--- config.mk ---
export PLATFORM = sky130hd
export DESIGN_NAME = bitmap_index_allocator
export DESIGN_NICKNAME = d
export VERILOG_FILES = /design/src/rtl/bia_pkg.sv /design/src/rtl/bitmap_index_allocator.sv
export SDC_FILE = /design/constraint.sdc
export NUM_CORES = 2
export LEC_CHECK = 0
export ABC_AREA = 1
export BUFFER_PORTS_ARGS = -buffer_cell sky130_fd_sc_hd__buf_2
export CELL_PAD_IN_SITES_DETAIL_PLACEMENT = 2
export CELL_PAD_IN_SITES_GLOBAL_PLACEMENT = 2
export CORE_UTILIZATION = 40
export CTS_CLUSTER_DIAMETER = 150
export DETAILED_ROUTE_END_ITERATION = 7
export HOLD_SLACK_MARGIN = 0.03
export MAX_ROUTING_LAYER = met4
export PLACE_DENSITY = 0.74
export RECOVER_POWER = 50
export SYNTH_ARGS = -nofsm -noshare
export SYNTH_HDL_FRONTEND = slang
export SYNTH_SLANG_ARGS = --single-unit
export TNS_END_PERCENT = 20
--- constraint.sdc ---
create_clock -name clk -period 4.9 [get_ports clk]
set_input_delay 0.735 -clock clk [delete_from_list [all_inputs] [get_ports clk]]
set_output_delay 0.735 -clock clk [all_outputs]
set_load 0.05 [all_outputs]
--- src/rtl/bia_pkg.sv ---
// ----------------------------------------------------------------------------
// Bitmap index allocator package
// Field widths, request codes and reset values shared by the allocator.
// ----------------------------------------------------------------------------
`default_nettype none

package bia_pkg;

  localparam int CNT_W = 11;  // object_count register width
  localparam int IDX_W = 10;  // slot index width

  localparam logic [CNT_W-1:0] COUNT_RESET = 11'd1024;

  // Request codes carried in s_tuser
  localparam logic ACT_ALLOC = 1'b0;
  localparam logic ACT_FREE  = 1'b1;

  // Stream widths, padded to whole bytes
  localparam int IN_TDATA_W  = 16;
  localparam int OUT_TDATA_W = 16;

endpackage

`default_nettype wire

--- src/rtl/bitmap_index_allocator.sv ---
// ----------------------------------------------------------------------------
// Bitmap index allocator
// First-fit slot allocator over an in-use bitmap held in one word-wide memory.
// ----------------------------------------------------------------------------
// An allocate scans the bitmap words from word 0 up to the word of the granted slot, and a
// free scans up to the word of its slot; requests rejected at once (empty range, index
// out of range) skip the scan and go straight to the result state.
// Scan: one word per cycle through the single read port. A request holds the input
// until its result is loaded into the result register, so no new request is taken while
// the result stalls. Reset clears the word-valid flags (all slots free), object_count = 1024.
`default_nettype none

module bitmap_index_allocator #(
  parameter int CAPACITY  = 1024,
  parameter int WORD_BITS = 32
) (
  input  wire  logic                                clk,
  input  wire  logic                                rst,
  // configuration: object_count
  input  wire  logic                                cfg_we,
  input  wire  logic [bia_pkg::CNT_W-1:0]           cfg_wdata,
  // requests
  input  wire  logic                                s_tvalid,
  output logic                                      s_tready,
  input  wire  logic [bia_pkg::IN_TDATA_W-1:0]      s_tdata,   // [9:0] slot_index
  input  wire  logic [0:0]                          s_tuser,   // [0] action
  // results
  output logic                                      m_tvalid,
  input  wire  logic                                m_tready,
  output logic [bia_pkg::OUT_TDATA_W-1:0]           m_tdata    // [0] ok, [10:1] granted_index
);

  localparam int CNT_W = bia_pkg::CNT_W;
  localparam int IDX_W = bia_pkg::IDX_W;
  // object_count can never reach past this, so words beyond are never touched
  localparam int CNT_MAX    = (1 << CNT_W) - 1;
  localparam int LIMIT_MAX  = (CAPACITY < CNT_MAX) ? CAPACITY : CNT_MAX;
  localparam int USED_WORDS = (LIMIT_MAX + WORD_BITS - 1) / WORD_BITS;
  localparam int AW = (USED_WORDS > 1) ? $clog2(USED_WORDS) : 1;
  localparam int OW = $clog2(WORD_BITS);
  localparam int BW = $clog2(USED_WORDS * WORD_BITS + 1);
  localparam int XW = ((BW > CNT_W) ? BW : CNT_W) + 1;
  localparam int GW = (BW > IDX_W) ? BW : IDX_W;

  localparam logic [1:0] S_IDLE = 2'd0;
  localparam logic [1:0] S_EVAL = 2'd1;
  localparam logic [1:0] S_DONE = 2'd2;

  logic [1:0]           state;
  logic [CNT_W-1:0]     object_count;
  logic                 op;
  logic [IDX_W-1:0]     slot;
  logic [AW-1:0]        word_addr;
  logic [BW-1:0]        base;
  logic                 res_ok;
  logic [IDX_W-1:0]     res_idx;
  logic                 out_ok;
  logic [IDX_W-1:0]     out_idx;

  logic [WORD_BITS-1:0] mem [USED_WORDS];
  logic [USED_WORDS-1:0] vld;
  logic [WORD_BITS-1:0] rd_data;
  logic                 rd_valid;
  logic [AW-1:0]        rd_addr;
  logic                 mem_we;
  logic [WORD_BITS-1:0] mem_wdata;

  logic [CNT_W-1:0]     limit;
  logic [WORD_BITS-1:0] word_val;
  logic [WORD_BITS-1:0] mask;
  logic [WORD_BITS-1:0] avail;
  logic [XW-1:0]        remain;
  logic [XW-1:0]        base_end;
  logic                 more;
  logic                 found;
  logic [OW-1:0]        hit;
  logic [OW-1:0]        bit_off;
  logic [XW-1:0]        slot_off;
  logic [GW-1:0]        grant_full;
  logic                 s_accept;
  logic                 out_free;

  assign limit    = (32'(object_count) > CAPACITY) ? CNT_W'(CAPACITY) : object_count;
  assign s_tready = (state == S_IDLE);
  assign s_accept = s_tvalid && s_tready;
  assign out_free = !m_tvalid || m_tready;
  assign m_tdata  = {{(bia_pkg::OUT_TDATA_W - IDX_W - 1){1'b0}}, out_idx, out_ok};

  // Current word as seen by the scan; a word never written reads as all free.
  assign word_val = rd_valid ? rd_data : '0;
  assign remain   = XW'(limit) - XW'(base);
  assign base_end = XW'(base) + XW'(WORD_BITS);
  assign more     = base_end < XW'(limit);
  assign slot_off = XW'(slot) - XW'(base);
  assign bit_off  = slot_off[OW-1:0];

  always_comb begin
    for (int j = 0; j < WORD_BITS; j++) begin
      mask[j] = XW'(j) < remain;
    end
    avail = ~word_val & mask;
  end

  // Lowest free slot within the word.
  always_comb begin
    found = 1'b0;
    hit   = '0;
    for (int j = WORD_BITS - 1; j >= 0; j--) begin
      if (avail[j]) begin
        found = 1'b1;
        hit   = OW'(j);
      end
    end
  end

  assign grant_full = GW'(base) + GW'(hit);

  // While scanning, the next word is read ahead so one word is examined per cycle.
  always_comb begin
    rd_addr   = '0;
    mem_we    = 1'b0;
    mem_wdata = word_val;
    if (state == S_EVAL) begin
      rd_addr = more ? (word_addr + AW'(1)) : word_addr;
      if (op == bia_pkg::ACT_ALLOC) begin
        if (found) begin
          mem_we    = 1'b1;
          mem_wdata = word_val | (WORD_BITS'(1) << hit);
        end
      end else if (XW'(slot) < base_end) begin
        mem_we    = 1'b1;
        mem_wdata = word_val & ~(WORD_BITS'(1) << bit_off);
      end
    end
  end

  always_ff @(posedge clk) begin
    if (mem_we) begin
      mem[word_addr] <= mem_wdata;
    end
    rd_data <= mem[rd_addr];
  end

  always_ff @(posedge clk) begin
    if (rst) begin
      vld      <= '0;
      rd_valid <= 1'b0;
    end else begin
      if (mem_we) begin
        vld[word_addr] <= 1'b1;
      end
      rd_valid <= vld[rd_addr];
    end
  end

  always_ff @(posedge clk) begin
    if (rst) begin
      object_count <= bia_pkg::COUNT_RESET;
    end else if (cfg_we) begin
      object_count <= cfg_wdata;
    end
  end

  // Result register: loaded from the finished request, cleared by its transaction.
  always_ff @(posedge clk) begin
    if (rst) begin
      m_tvalid <= 1'b0;
    end else if (state == S_DONE && out_free) begin
      m_tvalid <= 1'b1;
    end else if (m_tready) begin
      m_tvalid <= 1'b0;
    end
  end

  always_ff @(posedge clk) begin
    if (rst) begin
      state <= S_IDLE;
    end else begin
      case (state)
        S_IDLE: begin
          if (s_accept) begin
            op        <= s_tuser[0];
            slot      <= s_tdata[IDX_W-1:0];
            word_addr <= '0;
            base      <= '0;
            res_ok    <= 1'b0;
            res_idx   <= '0;
            if (s_tuser[0] == bia_pkg::ACT_ALLOC) begin
              state <= (limit == '0) ? S_DONE : S_EVAL;
            end else begin
              state <= (CNT_W'(s_tdata[IDX_W-1:0]) < limit) ? S_EVAL : S_DONE;
            end
          end
        end
        S_EVAL: begin
          if (op == bia_pkg::ACT_ALLOC) begin
            if (found) begin
              res_ok  <= 1'b1;
              res_idx <= grant_full[IDX_W-1:0];
              state   <= S_DONE;
            end else if (more) begin
              word_addr <= word_addr + AW'(1);
              base      <= base + BW'(WORD_BITS);
            end else begin
              state <= S_DONE;
            end
          end else if (XW'(slot) < base_end) begin
            res_ok <= word_val[bit_off];
            state  <= S_DONE;
          end else begin
            word_addr <= word_addr + AW'(1);
            base      <= base + BW'(WORD_BITS);
          end
        end
        S_DONE: begin
          if (out_free) begin
            out_ok   <= res_ok;
            out_idx  <= res_idx;
            state    <= S_IDLE;
          end
        end
        default: begin
          state <= S_IDLE;
        end
      endcase
    end
  end

  // The scan never looks at a word that starts at or past the slot limit.
  a_scan_in_range: assert property (@(posedge clk) disable iff (rst)
    (state == S_EVAL) |-> (XW'(base) < XW'(limit)))
    else $error("scan reached a word beyond the slot limit");

  // A free only ever runs while its slot lies below the limit.
  a_free_in_range: assert property (@(posedge clk) disable iff (rst)
    (state == S_EVAL && op == bia_pkg::ACT_FREE) |-> (CNT_W'(slot) < limit))
    else $error("free scan started for an out-of-range slot");

  // A result is only presented after the request has been finished.
  a_result_source: assert property (@(posedge clk) disable iff (rst)
    $rose(m_tvalid) |-> ($past(state) == S_DONE))
    else $error("result presented without a finished request");

  // An accepted request enters the scan or completes at once, never idles.
  a_accept_moves: assert property (@(posedge clk) disable iff (rst)
    s_accept |=> (state == S_EVAL || state == S_DONE))
    else $error("accepted request was dropped");

  // The bitmap is written only from the evaluate step.
  a_write_in_eval: assert property (@(posedge clk) disable iff (rst)
    mem_we |-> (state == S_EVAL && word_addr == rd_addr - AW'(more)))
    else $error("bitmap written outside the evaluate step");

endmodule

`default_nettype wire

==> metrics.cfg <==
[run_status]
status=finished, violations left
violations=capacitance limit, slew limit, setup timing

[placed_design]
gp_congestion=0.895
placedCellCount=5617
port_buffers=39
dp_hpwl_um=115000

[layout]
nets=4340
post-route-util_pct=49.2
syn_to_final_growth_pct=21.6
n_fill_cell=11400
stdcell_count=5917
post_route_cells_drive_above_1_share_pct=16.5

[power]
leakage_uw=0.0203
power_uw=30300
power_per_cell_area_nw_per_um2=521
vdd_drop_max_v=0.000341

[sta]
worstMarginPinSlew_ns=2.60
tns_ns=-0.0887
finalCritPeriodShare_pct=102
period_needed_ns=4.99
final.setup.worst_slack_ns=-0.0887
rsz0062_at_grt=yes
drv_slew=44
setup_viol_count_final=1
maxSlewHeadroom_pct=-73.3
fmax_mhz=200
hold_violations=0
holdWs_ns=0.215
fin_skew_ns=0.0508

[worst_hold_path]
holdCritPathClass=input port to register
min_from=s_tdata[8]

[clock_network]
cts_tree=done
clk_pin_slew_worst_paths_ns=0.07
htreeDepth=3
cts-root-buf=clkbuf_16
numCtsBuffers=121
cts_sinks=1147
clock_path_buffers=3
clk_latency_ns=0.77

[yosys]
synthFlopType=edfxtp_1
yosysUniqueCellTypes=58
yosysWarnings=0
yosysSeqAreaShare_pct=70.4
ys_top_cells_by_area=edfxtp_1 (67%), nand2_1 (7.1%), o22ai_1 (3.7%)
syn-cell-area_um2=47800
syn_inst=4032
synth_most_common_cell=edfxtp_1
synthArstFlopShare_pct=0
yosysTopAreaCellShare_pct=67.1
yosysTopAreaCell=edfxtp_1
syn_avg_cell_area_um2=11.9
synth_edf_count=1068
synth_common_cells=edfxtp_1 (1068), nand2_1 (900), a21oi_1 (342), o22ai_1 (284), inv_1 (240)
ys_ff_latch=1147

[drt]
routed_wl_um=207000
drt_iter0_markers=3830
route.vias.total=37000
vias_per_cell=6.26
drc_errors=0
wire_per_inst_um=35.0
drt_pass1_iterations=5
ant_nets=0

[floorplanning]
core_area_um2=118000
die_w_um=348
dieArea_um2=121000
initial_core_util_pct=40.4
io_pins=51
num_rows=126
die_y_um=348

[critical_path]
r2r_start=base[8]$_SDFFCE_PN0P_
cp.required_ns=5.51
crit_path_start_kind=register
crit_type=register to register
path_max_fanout=63
endpoint_kind=register
critical_path_arrival_ns=5.60
startpoint=base[8]$_SDFFCE_PN0P_

[global_route]
grt_pass1_vias=39000
grt_max_degree=64
antenna_found_initial=2
grt.total_usage_pct=33.4
grt.overflow.total=0
grt_pass1_wl_um=283000

[flow_run]
max_cap_viol_count=1

==> metrics by stage <==
stage / worst slack, ns / area, um^2
global placement: -0.118 / 52800
CTS: 0.00375 / 57000
detailed placement: -0.183 / 52800
floorplan: -0.346 / 47800
finish: -0.0887 / 58100
global route: -0.282 / 58100
==> final cells by class <==
cell class                      instances  area (um^2)  area share, %
Multi-Input combinational cell       2375        12700           21.8
Tap cell                             1536         1920           3.31
Antenna cell                            1         2.50        0.00431
Clock inverter                         55          528          0.909
Sequential cell                      1147        33700           57.9
Clock buffer                          173         3420           5.88
Timing Repair Buffer                  369         4870           8.39
Inverter                              261         1020           1.75
==> cell families (layout without fill, tap and decap cells) <==
family,count (synthesis),after routing,synth area share [%]
flip-flops,1147,1147,70.4
buffers and inverters,514,858,4.51
AO/OA/AOI/OAI,1077,1077,13.4
AND/OR/NAND/NOR,1257,1257,10.8
XOR/XNOR,4,4,0.113
other,1,6,0.00784
adder cells (fa/ha/maj),32,32,0.838
==> critical path: stages (launching register included) <==
cell       delay, ns
edfxtp_1        0.42
inv_1           0.23
nor2_1          0.09
nand2_1         0.08
xor2_1          0.19
inv_1           0.09
ha_1            0.33
inv_1           0.07
nor2_1          0.04
and3_1          0.16
a21boi_1        0.16
a2111oi_4       0.25
nand2_4         0.21
nand2_1         0.13
o21ai_1         0.09
inv_2           0.11
nor2_4          0.08
inv_8           0.45
o21ai_0         0.31
a21oi_1         0.22
o21ai_0         0.26
a221oi_1        0.50
a31oi_1         0.08
buf_4           0.19
==> cells in the final DEF, fill, tap and decap left out, types with 49 or more instances in the layout <==
| cell | n |
|---|---|
| inv_1 | 235 |
| dfxtp_1 | 76 |
| edfxtp_1 | 1068 |
| nand3_1 | 113 |
| o22ai_1 | 275 |
| buf_12 | 143 |
| clkbuf_16 | 144 |
| buf_4 | 152 |
| clkbuf_1 | 49 |
| nor2_1 | 117 |
| a21oi_1 | 336 |
| nand2_1 | 883 |
| o21ai_0 | 168 |
| o21ai_1 | 90 |
==> sequential cells by signal, indices dropped and copies added (netlist names) <==
name,count
mem,1024
rd_data,32
vld,32
object_count,11
out_idx,10
res_idx,10
slot,10
base,6
word_addr,5
state,2
m_tvalid,1
op,1
out_ok,1
rd_valid,1
res_ok,1
==> layer usage <==
layer | wire length [um] | vias to the layer above | track usage [%]
li1 | - | 15100 | -
met1 | 80100 | 19400 | 41.1
met2 | 101000 | 1844 | 55.0
met3 | 14700 | 640 | 4.94
met4 | 11200 | 0 | 14.3
met5 | 0 | - | -
==> final timing paths <==
kind | endpoint | slack [ns] | depth (start not counted)
worst max register to register | rd_data[3]$_DFF_P_ | -0.09 | 23
worst min-delay path | slot[8]$_DFFE_PP_ | 0.22 | 1
worst max-delay path | rd_data[3]$_DFF_P_ | -0.09 | 23
worst min register to register | out_idx[6]$_DFFE_PP_ | 0.42 | 0
==> report_power, final <==
part	internal [uW]	switching, uW	total, uW
sequential	11500	284	11800
combinational	2720	6300	9020
clock	5260	4210	9470
==> repair_timing <==
| item | in CTS | in global routing |
|---|---|---|
| cloned | 1 | 29 |
| hold buffers | 0 | 0 |
| endpoints found under the setup margin | 856 | 1984 |
| buffers inserted | 16 | 25 |
| pin swaps | 9 | 22 |
| resized for setup | 7 | 82 |
| hold endpoints to repair | 0 | 0 |
(Power assumes the default switching activity.)
